`src/sv/border_gateway_header_rewrite_unit_macros.svh`:
```
// assertion macros for the header rewrite unit
`ifndef BORDER_GATEWAY_HEADER_REWRITE_UNIT_MACROS_SVH
`define BORDER_GATEWAY_HEADER_REWRITE_UNIT_MACROS_SVH

// same-cycle implication, checked while out of reset
`define BGHR_ASSERT_NOW(label, ante, cons, msg) \
	label: assert property (@(posedge clk) disable iff (!arst_n) (ante) |-> (cons)) \
		else $error(msg);

// next-cycle implication, checked while out of reset
`define BGHR_ASSERT_NEXT(label, ante, cons, msg) \
	label: assert property (@(posedge clk) disable iff (!arst_n) (ante) |=> (cons)) \
		else $error(msg);

`endif

```
`src/sv/bghr_pkg.sv`:
```
package bghr_pkg;

	// register indexes (paddr[3:2])
	localparam logic [1:0] REG_DOWNSTREAM_PREFIX = 2'd0;
	localparam logic [1:0] REG_PREFIX_LENGTH     = 2'd1;
	localparam logic [1:0] REG_UPSTREAM_ADDRESS  = 2'd2;
	localparam logic [1:0] REG_PROTOCOL_NUMBER   = 2'd3;

	localparam logic [5:0] PREFIX_LENGTH_RESET   = 6'd24;
	localparam logic [7:0] PROTOCOL_NUMBER_RESET = 8'd155;

	localparam logic [3:0] VERSION_MAJOR = 4'd4;
	localparam logic [3:0] VERSION_MINOR = 4'd5;
	localparam logic [5:0] ADDR_BITS     = 6'd32;
	localparam logic [8:0] SRC_EXT_LIMIT = 9'd12;
	localparam logic [7:0] DST_EXT_LIMIT = 8'd16;

	typedef struct packed {
		logic [31:0] downstream_prefix;
		logic [5:0]  prefix_length;
		logic [31:0] upstream_address;
		logic [7:0]  protocol_number;
	} cfg_t;

	typedef struct packed {
		logic [3:0]  major_version;
		logic [3:0]  minor_version;
		logic [7:0]  proto;
		logic [31:0] src_address;
		logic [31:0] dst_address;
		logic [63:0] src_ext_high;
		logic [63:0] src_ext_low;
		logic [63:0] dst_ext_high;
		logic [63:0] dst_ext_low;
		logic [7:0]  src_mark;
		logic [7:0]  dst_mark;
		logic [15:0] header_checksum;
	} hdr_t;

	typedef struct packed {
		logic        drop;
		logic        mark_overrun;
		logic [31:0] new_src_address;
		logic [31:0] new_dst_address;
		logic [63:0] new_src_ext_high;
		logic [63:0] new_src_ext_low;
		logic [7:0]  new_src_mark;
		logic [7:0]  new_dst_mark;
		logic [15:0] new_checksum;
	} res_t;

	// one's-complement incremental update for one changed 32-bit word
	function automatic logic [15:0] csum_update(input logic [15:0] hc,
			input logic [31:0] oldw, input logic [31:0] neww);
		logic [15:0] nhc;
		logic [15:0] nhi;
		logic [15:0] nlo;
		logic [18:0] s;
		logic [16:0] f1;
		logic [16:0] f2;
		nhc = ~hc;
		nhi = ~oldw[31:16];
		nlo = ~oldw[15:0];
		s  = 19'(nhc) + 19'(nhi) + 19'(nlo)
			+ 19'(neww[31:16]) + 19'(neww[15:0]);
		f1 = 17'(s[15:0]) + 17'(s[18:16]);
		f2 = 17'(f1[15:0]) + 17'(f1[16]);
		return ~f2[15:0];
	endfunction

endpackage

```
`src/sv/bghr_cfg_regs.sv`:
```
module bghr_cfg_regs (
	input  logic              clk,
	input  logic              arst_n,
	input  logic              psel,
	input  logic              penable,
	input  logic              pwrite,
	input  logic [3:0]        paddr,
	input  logic [31:0]       pwdata,
	output logic [31:0]       prdata,
	output logic              pready,
	output bghr_pkg::cfg_t    cfg
);

	logic [31:0] downstream_prefix_q;
	logic [5:0]  prefix_length_q;
	logic [31:0] upstream_address_q;
	logic [7:0]  protocol_number_q;
	logic        wr_en;

	assign pready = 1'b1;
	assign wr_en  = psel & penable & pwrite & pready;

	always_ff @(posedge clk or negedge arst_n) begin
		if (!arst_n) begin
			downstream_prefix_q <= '0;
			prefix_length_q     <= bghr_pkg::PREFIX_LENGTH_RESET;
			upstream_address_q  <= '0;
			protocol_number_q   <= bghr_pkg::PROTOCOL_NUMBER_RESET;
		end else if (wr_en) begin
			unique case (paddr[3:2])
				bghr_pkg::REG_DOWNSTREAM_PREFIX: downstream_prefix_q <= pwdata;
				bghr_pkg::REG_PREFIX_LENGTH:     prefix_length_q     <= pwdata[5:0];
				bghr_pkg::REG_UPSTREAM_ADDRESS:  upstream_address_q  <= pwdata;
				bghr_pkg::REG_PROTOCOL_NUMBER:   protocol_number_q   <= pwdata[7:0];
			endcase
		end
	end

	always_comb begin
		unique case (paddr[3:2])
			bghr_pkg::REG_DOWNSTREAM_PREFIX: prdata = downstream_prefix_q;
			bghr_pkg::REG_PREFIX_LENGTH:     prdata = {26'd0, prefix_length_q};
			bghr_pkg::REG_UPSTREAM_ADDRESS:  prdata = upstream_address_q;
			bghr_pkg::REG_PROTOCOL_NUMBER:   prdata = {24'd0, protocol_number_q};
		endcase
	end

	assign cfg.downstream_prefix = downstream_prefix_q;
	assign cfg.prefix_length     = prefix_length_q;
	assign cfg.upstream_address  = upstream_address_q;
	assign cfg.protocol_number   = protocol_number_q;

endmodule

```
`src/sv/bghr_rewrite.sv`:
```
module bghr_rewrite (
	input  bghr_pkg::hdr_t hdr,
	input  bghr_pkg::cfg_t cfg,
	output bghr_pkg::res_t res
);

	logic         hdr_ok;
	logic [5:0]   len;
	logic [2:0]   shlen;
	logic [5:0]   shbits;
	logic [31:0]  pmask;
	logic         src_match;
	logic [8:0]   nm;
	logic         src_over;
	logic         src_do;
	logic [3:0]   src_off;
	logic [127:0] sx;
	logic [127:0] sx_ins;
	logic [127:0] sx_msk;
	logic [127:0] sx_new;
	logic         dst_hit;
	logic         dst_over;
	logic         dst_do;
	logic [3:0]   dst_start;
	logic [127:0] dx_win;
	logic [31:0]  dst_tail;
	logic [31:0]  nd;
	logic [15:0]  csum1;
	logic [15:0]  csum2;

	assign hdr_ok = (hdr.major_version == bghr_pkg::VERSION_MAJOR)
		&& (hdr.minor_version == bghr_pkg::VERSION_MINOR)
		&& (hdr.proto == cfg.protocol_number);

	// prefix length clamped to 32, shift length in bytes
	assign len    = (cfg.prefix_length > bghr_pkg::ADDR_BITS) ? bghr_pkg::ADDR_BITS
		: cfg.prefix_length;
	assign shlen  = 3'((bghr_pkg::ADDR_BITS - len) >> 3);
	assign shbits = {shlen, 3'b000};
	assign pmask  = ~(32'hFFFF_FFFF >> len);

	// source side
	assign src_match = ((hdr.src_address ^ cfg.downstream_prefix) & pmask) == 32'd0;
	assign nm        = {1'b0, hdr.src_mark} + 9'(shlen);
	assign src_over  = src_match && (nm > bghr_pkg::SRC_EXT_LIMIT);
	assign src_do    = src_match && !src_over;
	assign src_off   = 4'(bghr_pkg::SRC_EXT_LIMIT - nm);
	assign sx        = {hdr.src_ext_high, hdr.src_ext_low};
	assign sx_ins    = {cfg.upstream_address, 96'd0} >> {src_off, 3'b000};
	assign sx_msk    = {32'hFFFF_FFFF, 96'd0} >> {src_off, 3'b000};
	assign sx_new    = (sx & ~sx_msk) | sx_ins;

	// destination side, tested on the original destination
	assign dst_hit   = (hdr.dst_address == cfg.upstream_address) && (hdr.dst_mark != 8'd0);
	assign dst_over  = dst_hit && ((hdr.dst_mark > bghr_pkg::DST_EXT_LIMIT)
		|| (hdr.dst_mark < 8'(shlen)));
	assign dst_do    = dst_hit && !dst_over;
	assign dst_start = 4'(bghr_pkg::DST_EXT_LIMIT - hdr.dst_mark);
	assign dx_win    = {hdr.dst_ext_high, hdr.dst_ext_low} << {dst_start, 3'b000};
	assign dst_tail  = dx_win[127:96] >> (bghr_pkg::ADDR_BITS - shbits);
	assign nd        = (cfg.downstream_prefix & (32'hFFFF_FFFF << shbits)) | dst_tail;

	assign csum1 = src_do ? bghr_pkg::csum_update(hdr.header_checksum, hdr.src_address,
		cfg.upstream_address) : hdr.header_checksum;
	assign csum2 = dst_do ? bghr_pkg::csum_update(csum1, hdr.dst_address, nd) : csum1;

	always_comb begin
		res.drop             = !hdr_ok;
		res.mark_overrun     = hdr_ok && (src_over || dst_over);
		res.new_src_address  = hdr.src_address;
		res.new_dst_address  = hdr.dst_address;
		res.new_src_ext_high = hdr.src_ext_high;
		res.new_src_ext_low  = hdr.src_ext_low;
		res.new_src_mark     = hdr.src_mark;
		res.new_dst_mark     = hdr.dst_mark;
		res.new_checksum     = hdr.header_checksum;
		if (hdr_ok) begin
			res.new_checksum = csum2;
			if (src_do) begin
				res.new_src_address  = cfg.upstream_address;
				res.new_src_ext_high = sx_new[127:64];
				res.new_src_ext_low  = sx_new[63:0];
				res.new_src_mark     = nm[7:0];
			end
			if (dst_do) begin
				res.new_dst_address = nd;
				res.new_dst_mark    = hdr.dst_mark - 8'(shlen);
			end
		end
	end

endmodule

```
`src/sv/border_gateway_header_rewrite_unit.sv`:
```
// the input item is registered in stage 1 and its rewrite result in stage 2, which drives m_tvalid
// throughput: one item per cycle, sustained while the output side keeps m_tready high
// the input side keeps taking items while a finished result waits, until both stages fill
// reset: arst_n async active low, clears both stage valids; config returns to
// prefix 0, length 24, upstream 0, protocol 155
module border_gateway_header_rewrite_unit (
	input  logic         clk,
	input  logic         arst_n,
	// input items
	input  logic         s_tvalid,
	output logic         s_tready,
	// s_tdata, from bit 0: major_version(4) minor_version(4) proto(8) src_address(32)
	// dst_address(32) src_ext_high(64) src_ext_low(64) dst_ext_high(64) dst_ext_low(64)
	// src_mark(8) dst_mark(8) header_checksum(16)
	input  logic [367:0] s_tdata,
	// result items
	output logic         m_tvalid,
	input  logic         m_tready,
	// m_tdata, from bit 0: new_src_address(32) new_dst_address(32) new_src_ext_high(64)
	// new_src_ext_low(64) new_src_mark(8) new_dst_mark(8) new_checksum(16)
	output logic [223:0] m_tdata,
	// m_tuser, from bit 0: drop(1) mark_overrun(1)
	output logic [1:0]   m_tuser,
	// configuration port
	input  logic         psel,
	input  logic         penable,
	input  logic         pwrite,
	input  logic [3:0]   paddr,
	input  logic [31:0]  pwdata,
	output logic [31:0]  prdata,
	output logic         pready
);

	bghr_pkg::cfg_t cfg;
	bghr_pkg::hdr_t hdr_in;
	bghr_pkg::hdr_t hdr_s1;
	bghr_pkg::res_t res_next;
	bghr_pkg::res_t res_s2;
	logic           valid_s1;
	logic           valid_s2;
	logic           load_s1;
	logic           load_s2;

	// configuration registers
	bghr_cfg_regs u_cfg (
		.clk     (clk),
		.arst_n  (arst_n),
		.psel    (psel),
		.penable (penable),
		.pwrite  (pwrite),
		.paddr   (paddr),
		.pwdata  (pwdata),
		.prdata  (prdata),
		.pready  (pready),
		.cfg     (cfg)
	);

	// unpack the input item
	assign hdr_in.major_version   = s_tdata[3:0];
	assign hdr_in.minor_version   = s_tdata[7:4];
	assign hdr_in.proto           = s_tdata[15:8];
	assign hdr_in.src_address     = s_tdata[47:16];
	assign hdr_in.dst_address     = s_tdata[79:48];
	assign hdr_in.src_ext_high    = s_tdata[143:80];
	assign hdr_in.src_ext_low     = s_tdata[207:144];
	assign hdr_in.dst_ext_high    = s_tdata[271:208];
	assign hdr_in.dst_ext_low     = s_tdata[335:272];
	assign hdr_in.src_mark        = s_tdata[343:336];
	assign hdr_in.dst_mark        = s_tdata[351:344];
	assign hdr_in.header_checksum = s_tdata[367:352];

	// stage 2 loads whenever the result register is empty or being drained;
	// stage 1 loads whenever it is empty or moving on into stage 2
	assign load_s2  = !valid_s2 || m_tready;
	assign load_s1  = !valid_s1 || load_s2;
	assign s_tready = load_s1;

	always_ff @(posedge clk or negedge arst_n) begin
		if (!arst_n) begin
			valid_s1 <= 1'b0;
			valid_s2 <= 1'b0;
		end else begin
			if (load_s1) begin
				valid_s1 <= s_tvalid;
			end
			if (load_s2) begin
				valid_s2 <= valid_s1;
			end
		end
	end

	// payload registers, no reset needed
	always_ff @(posedge clk) begin
		if (load_s1 && s_tvalid) begin
			hdr_s1 <= hdr_in;
		end
		if (load_s2 && valid_s1) begin
			res_s2 <= res_next;
		end
	end

	// header check, prefix match, byte insertion and checksum update in one pass
	bghr_rewrite u_rewrite (
		.hdr (hdr_s1),
		.cfg (cfg),
		.res (res_next)
	);

	// pack the result item
	assign m_tvalid = valid_s2;
	assign m_tdata  = {res_s2.new_checksum, res_s2.new_dst_mark, res_s2.new_src_mark,
		res_s2.new_src_ext_low, res_s2.new_src_ext_high, res_s2.new_dst_address,
		res_s2.new_src_address};
	assign m_tuser  = {res_s2.mark_overrun, res_s2.drop};

`include "border_gateway_header_rewrite_unit_macros.svh"

	// a dropped header never reports a skipped rewrite
	`BGHR_ASSERT_NOW(a_drop_no_overrun, m_tvalid && m_tuser[0], !m_tuser[1], "drop with overrun")
	// a stalled stage 1 item stays put
	`BGHR_ASSERT_NEXT(a_s1_hold, valid_s1 && !load_s2, valid_s1, "stage 1 item lost")
	// no input is taken while both stages are full and stalled
	`BGHR_ASSERT_NOW(a_full_stall, valid_s1 && valid_s2 && !m_tready, !s_tready, "accept while full")
	// an empty input stage always takes an item
	`BGHR_ASSERT_NOW(a_empty_ready, !valid_s1, s_tready, "empty stage not ready")

endmodule

```
`config.mk`:
```
export PLATFORM = sky130hd
export DESIGN_NAME = border_gateway_header_rewrite_unit
export DESIGN_NICKNAME = d
export VERILOG_FILES = /design/src/sv/bghr_pkg.sv /design/src/sv/bghr_cfg_regs.sv /design/src/sv/bghr_rewrite.sv /design/src/sv/border_gateway_header_rewrite_unit.sv
export VERILOG_INCLUDE_DIRS = /design/src /design/src/sv
export SDC_FILE = /design/constraint.sdc
export NUM_CORES = 1
export LEC_CHECK = 0
export BUFFER_PORTS_ARGS = -buffer_cell sky130_fd_sc_hd__buf_2
export CORE_MARGIN = 8
export CORE_UTILIZATION = 48
export CTS_CLUSTER_DIAMETER = 60
export DETAILED_ROUTE_END_ITERATION = 16
export PLACE_DENSITY_LB_ADDON = 0.08
export REMOVE_ABC_BUFFERS = 1
export SKIP_LAST_GASP = 1
export SLEW_MARGIN = 15
export SYNTH_ARGS = -nofsm -noshare
export SYNTH_HDL_FRONTEND = slang
export SYNTH_SLANG_ARGS = --single-unit
```
`constraint.sdc`:
```
create_clock -name clk -period 14.3 [get_ports clk]
set_input_delay 0.715 -clock clk [delete_from_list [all_inputs] [get_ports clk]]
set_output_delay 0.715 -clock clk [all_outputs]
set_load 0.03 [all_outputs]
```
==> results.json <==
{
  "grt_max_degree": 130,
  "min_path_type": "in -> async",
  "ir_drop_v": 0.000258,
  "drive_above_1_share": 0.379,
  "hpwl_mm": 116,
  "wl_per_cell_um": 28.6,
  "fin_worst_skew_ps": 26.2,
  "status": "finished, final reports clean",
  "crit_type": "reg -> reg",
  "fp-row-count": 102,
  "async_flop_share": 0.119,
  "synth_area_leaders": "edfxtp_1 48%, dfrtp_1 4.9%, mux2_2 4.7%",
  "max_stage_delay_ps": 570,
  "overflow": 0,
  "netlist_area_um2": 37200,
  "r2r_cells": 78,
  "antenna_found_initial": 38,
  "final_core_util": 0.618,
  "hold_slack_ps": 54.0,
  "switching_share": 0.451,
  "io_buffers": 668,
  "gp_routability_congestion": 1.03,
  "synth-warning-count": 0,
  "r2r-end": "m_tdata[220]",
  "floorplan.initialDensity": 0.483,
  "p_sw_mw": 5.79,
  "cts_tree": "done",
  "synth_top_area_share": 0.479,
  "synth_edf_count": 594,
  "wl_met3_mm": 14.7,
  "cts_buffer_depth": 3,
  "clkPwrFrac": 0.154,
  "clock_latency_ps": 640,
  "grt_pass1_vias": 30200,
  "finalSetupViolations": 0,
  "power_density_nw_per_um2": 270,
  "highest_layer": "met5",
  "grtUsageTotal": 0.328,
  "synth-seq-cells": 674,
  "die_h_um": 295,
  "coreArea_um2": 77100,
  "internal-power_mw": 7.06,
  "vias": 30800,
  "avgSynthCellArea_um2": 11.9,
  "io_pins": 672,
  "synth.distinct_cells": 93,
  "slowest_stage": "fa_1",
  "viasPerCell": 5.92,
  "yosys-top-cells-count": "594 x edfxtp_1, 340 x nand2_1, 226 x o21ai_0",
  "dp_slack_ps": -1410,
  "cts_root_buf": "clkbuf_16",
  "yosysMostFrequentCell": "edfxtp_1",
  "drc": 0,
  "grt_setup_unrepaired": "yes",
  "comb_power_share": 0.650,
  "r2r-start": "hdr_s1[336]",
  "leakage_nw": 19.7,
  "wl_mm": 149,
  "cts.sinks": 674,
  "drt-pass1-iter-count": 6,
  "area_growth_pct": 27.9,
  "cp-end-kind": "register",
  "cp.arrival_ps": 14570,
  "max_freq_mhz": 70.3,
  "drv_cap": 0,
  "r2r_slack_ps": 80,
  "required_ps": 14650,
  "final.period_utilization": 0.995,
  "cts-buffers-inserted": 79,
  "postRouteAntennaNets": 0,
  "hold_viol_final": 0,
  "syn_inst": 3119,
  "clk_pin_slew_ps": 60,
  "die_w_um": 295,
  "ctsHoldBuffers": 0,
  "crit_fanout": 4,
  "slew_headroom": 0.207,
  "start_kind": "register",
  "cts_htree_levels": 3,
  "period_needed_ps": 14220,
  "yosysTopAreaCell": "edfxtp_1",
  "yosys_most_used_dff": "edfxtp_1",
  "nets": 4645,
  "tightest_slew_ps": 1190,
  "die_area_um2": 86700,
  "seqPwrFrac": 0.196,
  "drv_slew": 0,
  "drt_iter0_markers": 3733,
  "wl_met1_mm": 60.6,
  "yosysSeqAreaShare": 0.533,
  "grt_pass1_wl_mm": 207,
  "wl_met2_mm": 65.9,
  "fin_ws_ps": 75.5
}
## sequential cells by signal (all words and copies together), names as in the netlist
signal,flops
valid_s1,1
u_cfg.downstream_prefix_q,32
hdr_s1,368
m_tdata,224
m_tuser,2
u_cfg.prefix_length_q,6
u_cfg.upstream_address_q,32
m_tvalid,1
u_cfg.protocol_number_q,8
## worst max-delay path, delay by kind of cell (launching register included)
| kind | cells | cell delay (ps) |
|---|---|---|
| xor gates and xnor gates | 4 | 540 |
| buffers and inverters | 13 | 1190 |
| AOI/OAI and AO/OA | 24 | 3960 |
| adders and majority gates | 16 | 5020 |
| DFF | 1 | 410 |
| and+or+nand+nor | 21 | 2800 |
## timing repair
item | CTS | global route
setup buffers | 16 | 24
resized for setup | 71 | 139
pin swaps | 37 | 113
endpoints found under the setup margin | 16 | 16
## stage by stage
| stage | total power, mW | TNS [ps] | area, µm² | cells |
|---|---|---|---|---|
| after floorplan | 6.53 | -23700 | 36600 | 2954 |
| after global placement | 9.84 | -15180 | 43900 | 4994 |
| after detailed placement | 9.87 | -19670 | 43900 | 4994 |
| after CTS | 12.2 | 0 | 46700 | 5153 |
| after global routing | 13.5 | -5430 | 47600 | 5192 |
| final | 12.9 | 0 | 47600 | 5204 |
## cell families (layout without fill, tap and decap cells)
logic type | count (synthesis) | count (layout) | synth area share
other cells | 1 | 32 | 0.000101
xor+xnor | 159 | 159 | 0.0380
buf+inv | 356 | 1370 | 0.0365
mux | 321 | 321 | 0.113
flops | 674 | 674 | 0.533
fa+ha+maj | 163 | 163 | 0.0689
compound gates | 676 | 676 | 0.116
simple gates | 769 | 769 | 0.0946
## worst max-delay path by stage
stage / start / endpoint / slack, ps / depth (start not counted)
final: hdr_s1[336] / m_tdata[220] / 80 / 78
after global routing: hdr_s1[336] / m_tdata[220] / -520 / 78
after CTS: hdr_s1[336] / m_tdata[222] / 4 / 79
after detailed placement: hdr_s1[336] / m_tdata[222] / -1410 / 79
after global placement: hdr_s1[0] / m_tdata[222] / -1050 / 79
after floorplan: hdr_s1[16] / m_tdata[223] / -1750 / 39
## cell usage in the layout, fill, tap and decap left out, types with 28 or more instances in the layout
master and count:
buf_2 667, edfxtp_1 594, buf_4 365, nand2_1 335
o21ai_0 202, inv_1 168, nor2_1 167, mux2_2 157
a21oi_1 121, mux2i_1 99, xnor2_1 83, clkbuf_16 80
dfrtp_1 73, ha_1 66, fa_1 65, mux4_2 64
xor2_1 59, nand3_1 48, a22o_1 40, nor3_1 38
diode_2 31, nor2b_1 28
## power groups by stage
| stage | logic, mW | registers (mW) | clock network [mW] |
|---|---|---|---|
| final | 8.36 | 2.52 | 1.97 |
| after CTS | 7.64 | 2.52 | 2.01 |
| after global routing | 8.87 | 2.53 | 2.07 |
| after floorplan | 3.89 | 2.64 | 0 |
| after detailed placement | 7.32 | 2.55 | 0 |
| after global placement | 7.29 | 2.55 | 0 |
## final cells by class
type,instances,area (µm²)
clock inverter,51,480
multi-input combinational,2089,17000
tap,1040,1300
clock buffer,92,2050
inverter,191,717
antenna,31,77.6
timing repair buffer,1036,6130
fill,6408,29500
sequential,674,19800
## per-layer routing
metal  global-route usage  vias to the layer above
met5                    0                        -
met4                0.149                        8
met3               0.0663                      349
met2                0.496                     1871
met1                0.456                    15100
li1                     -                    13400
Power figures use the tool's default switching activity.
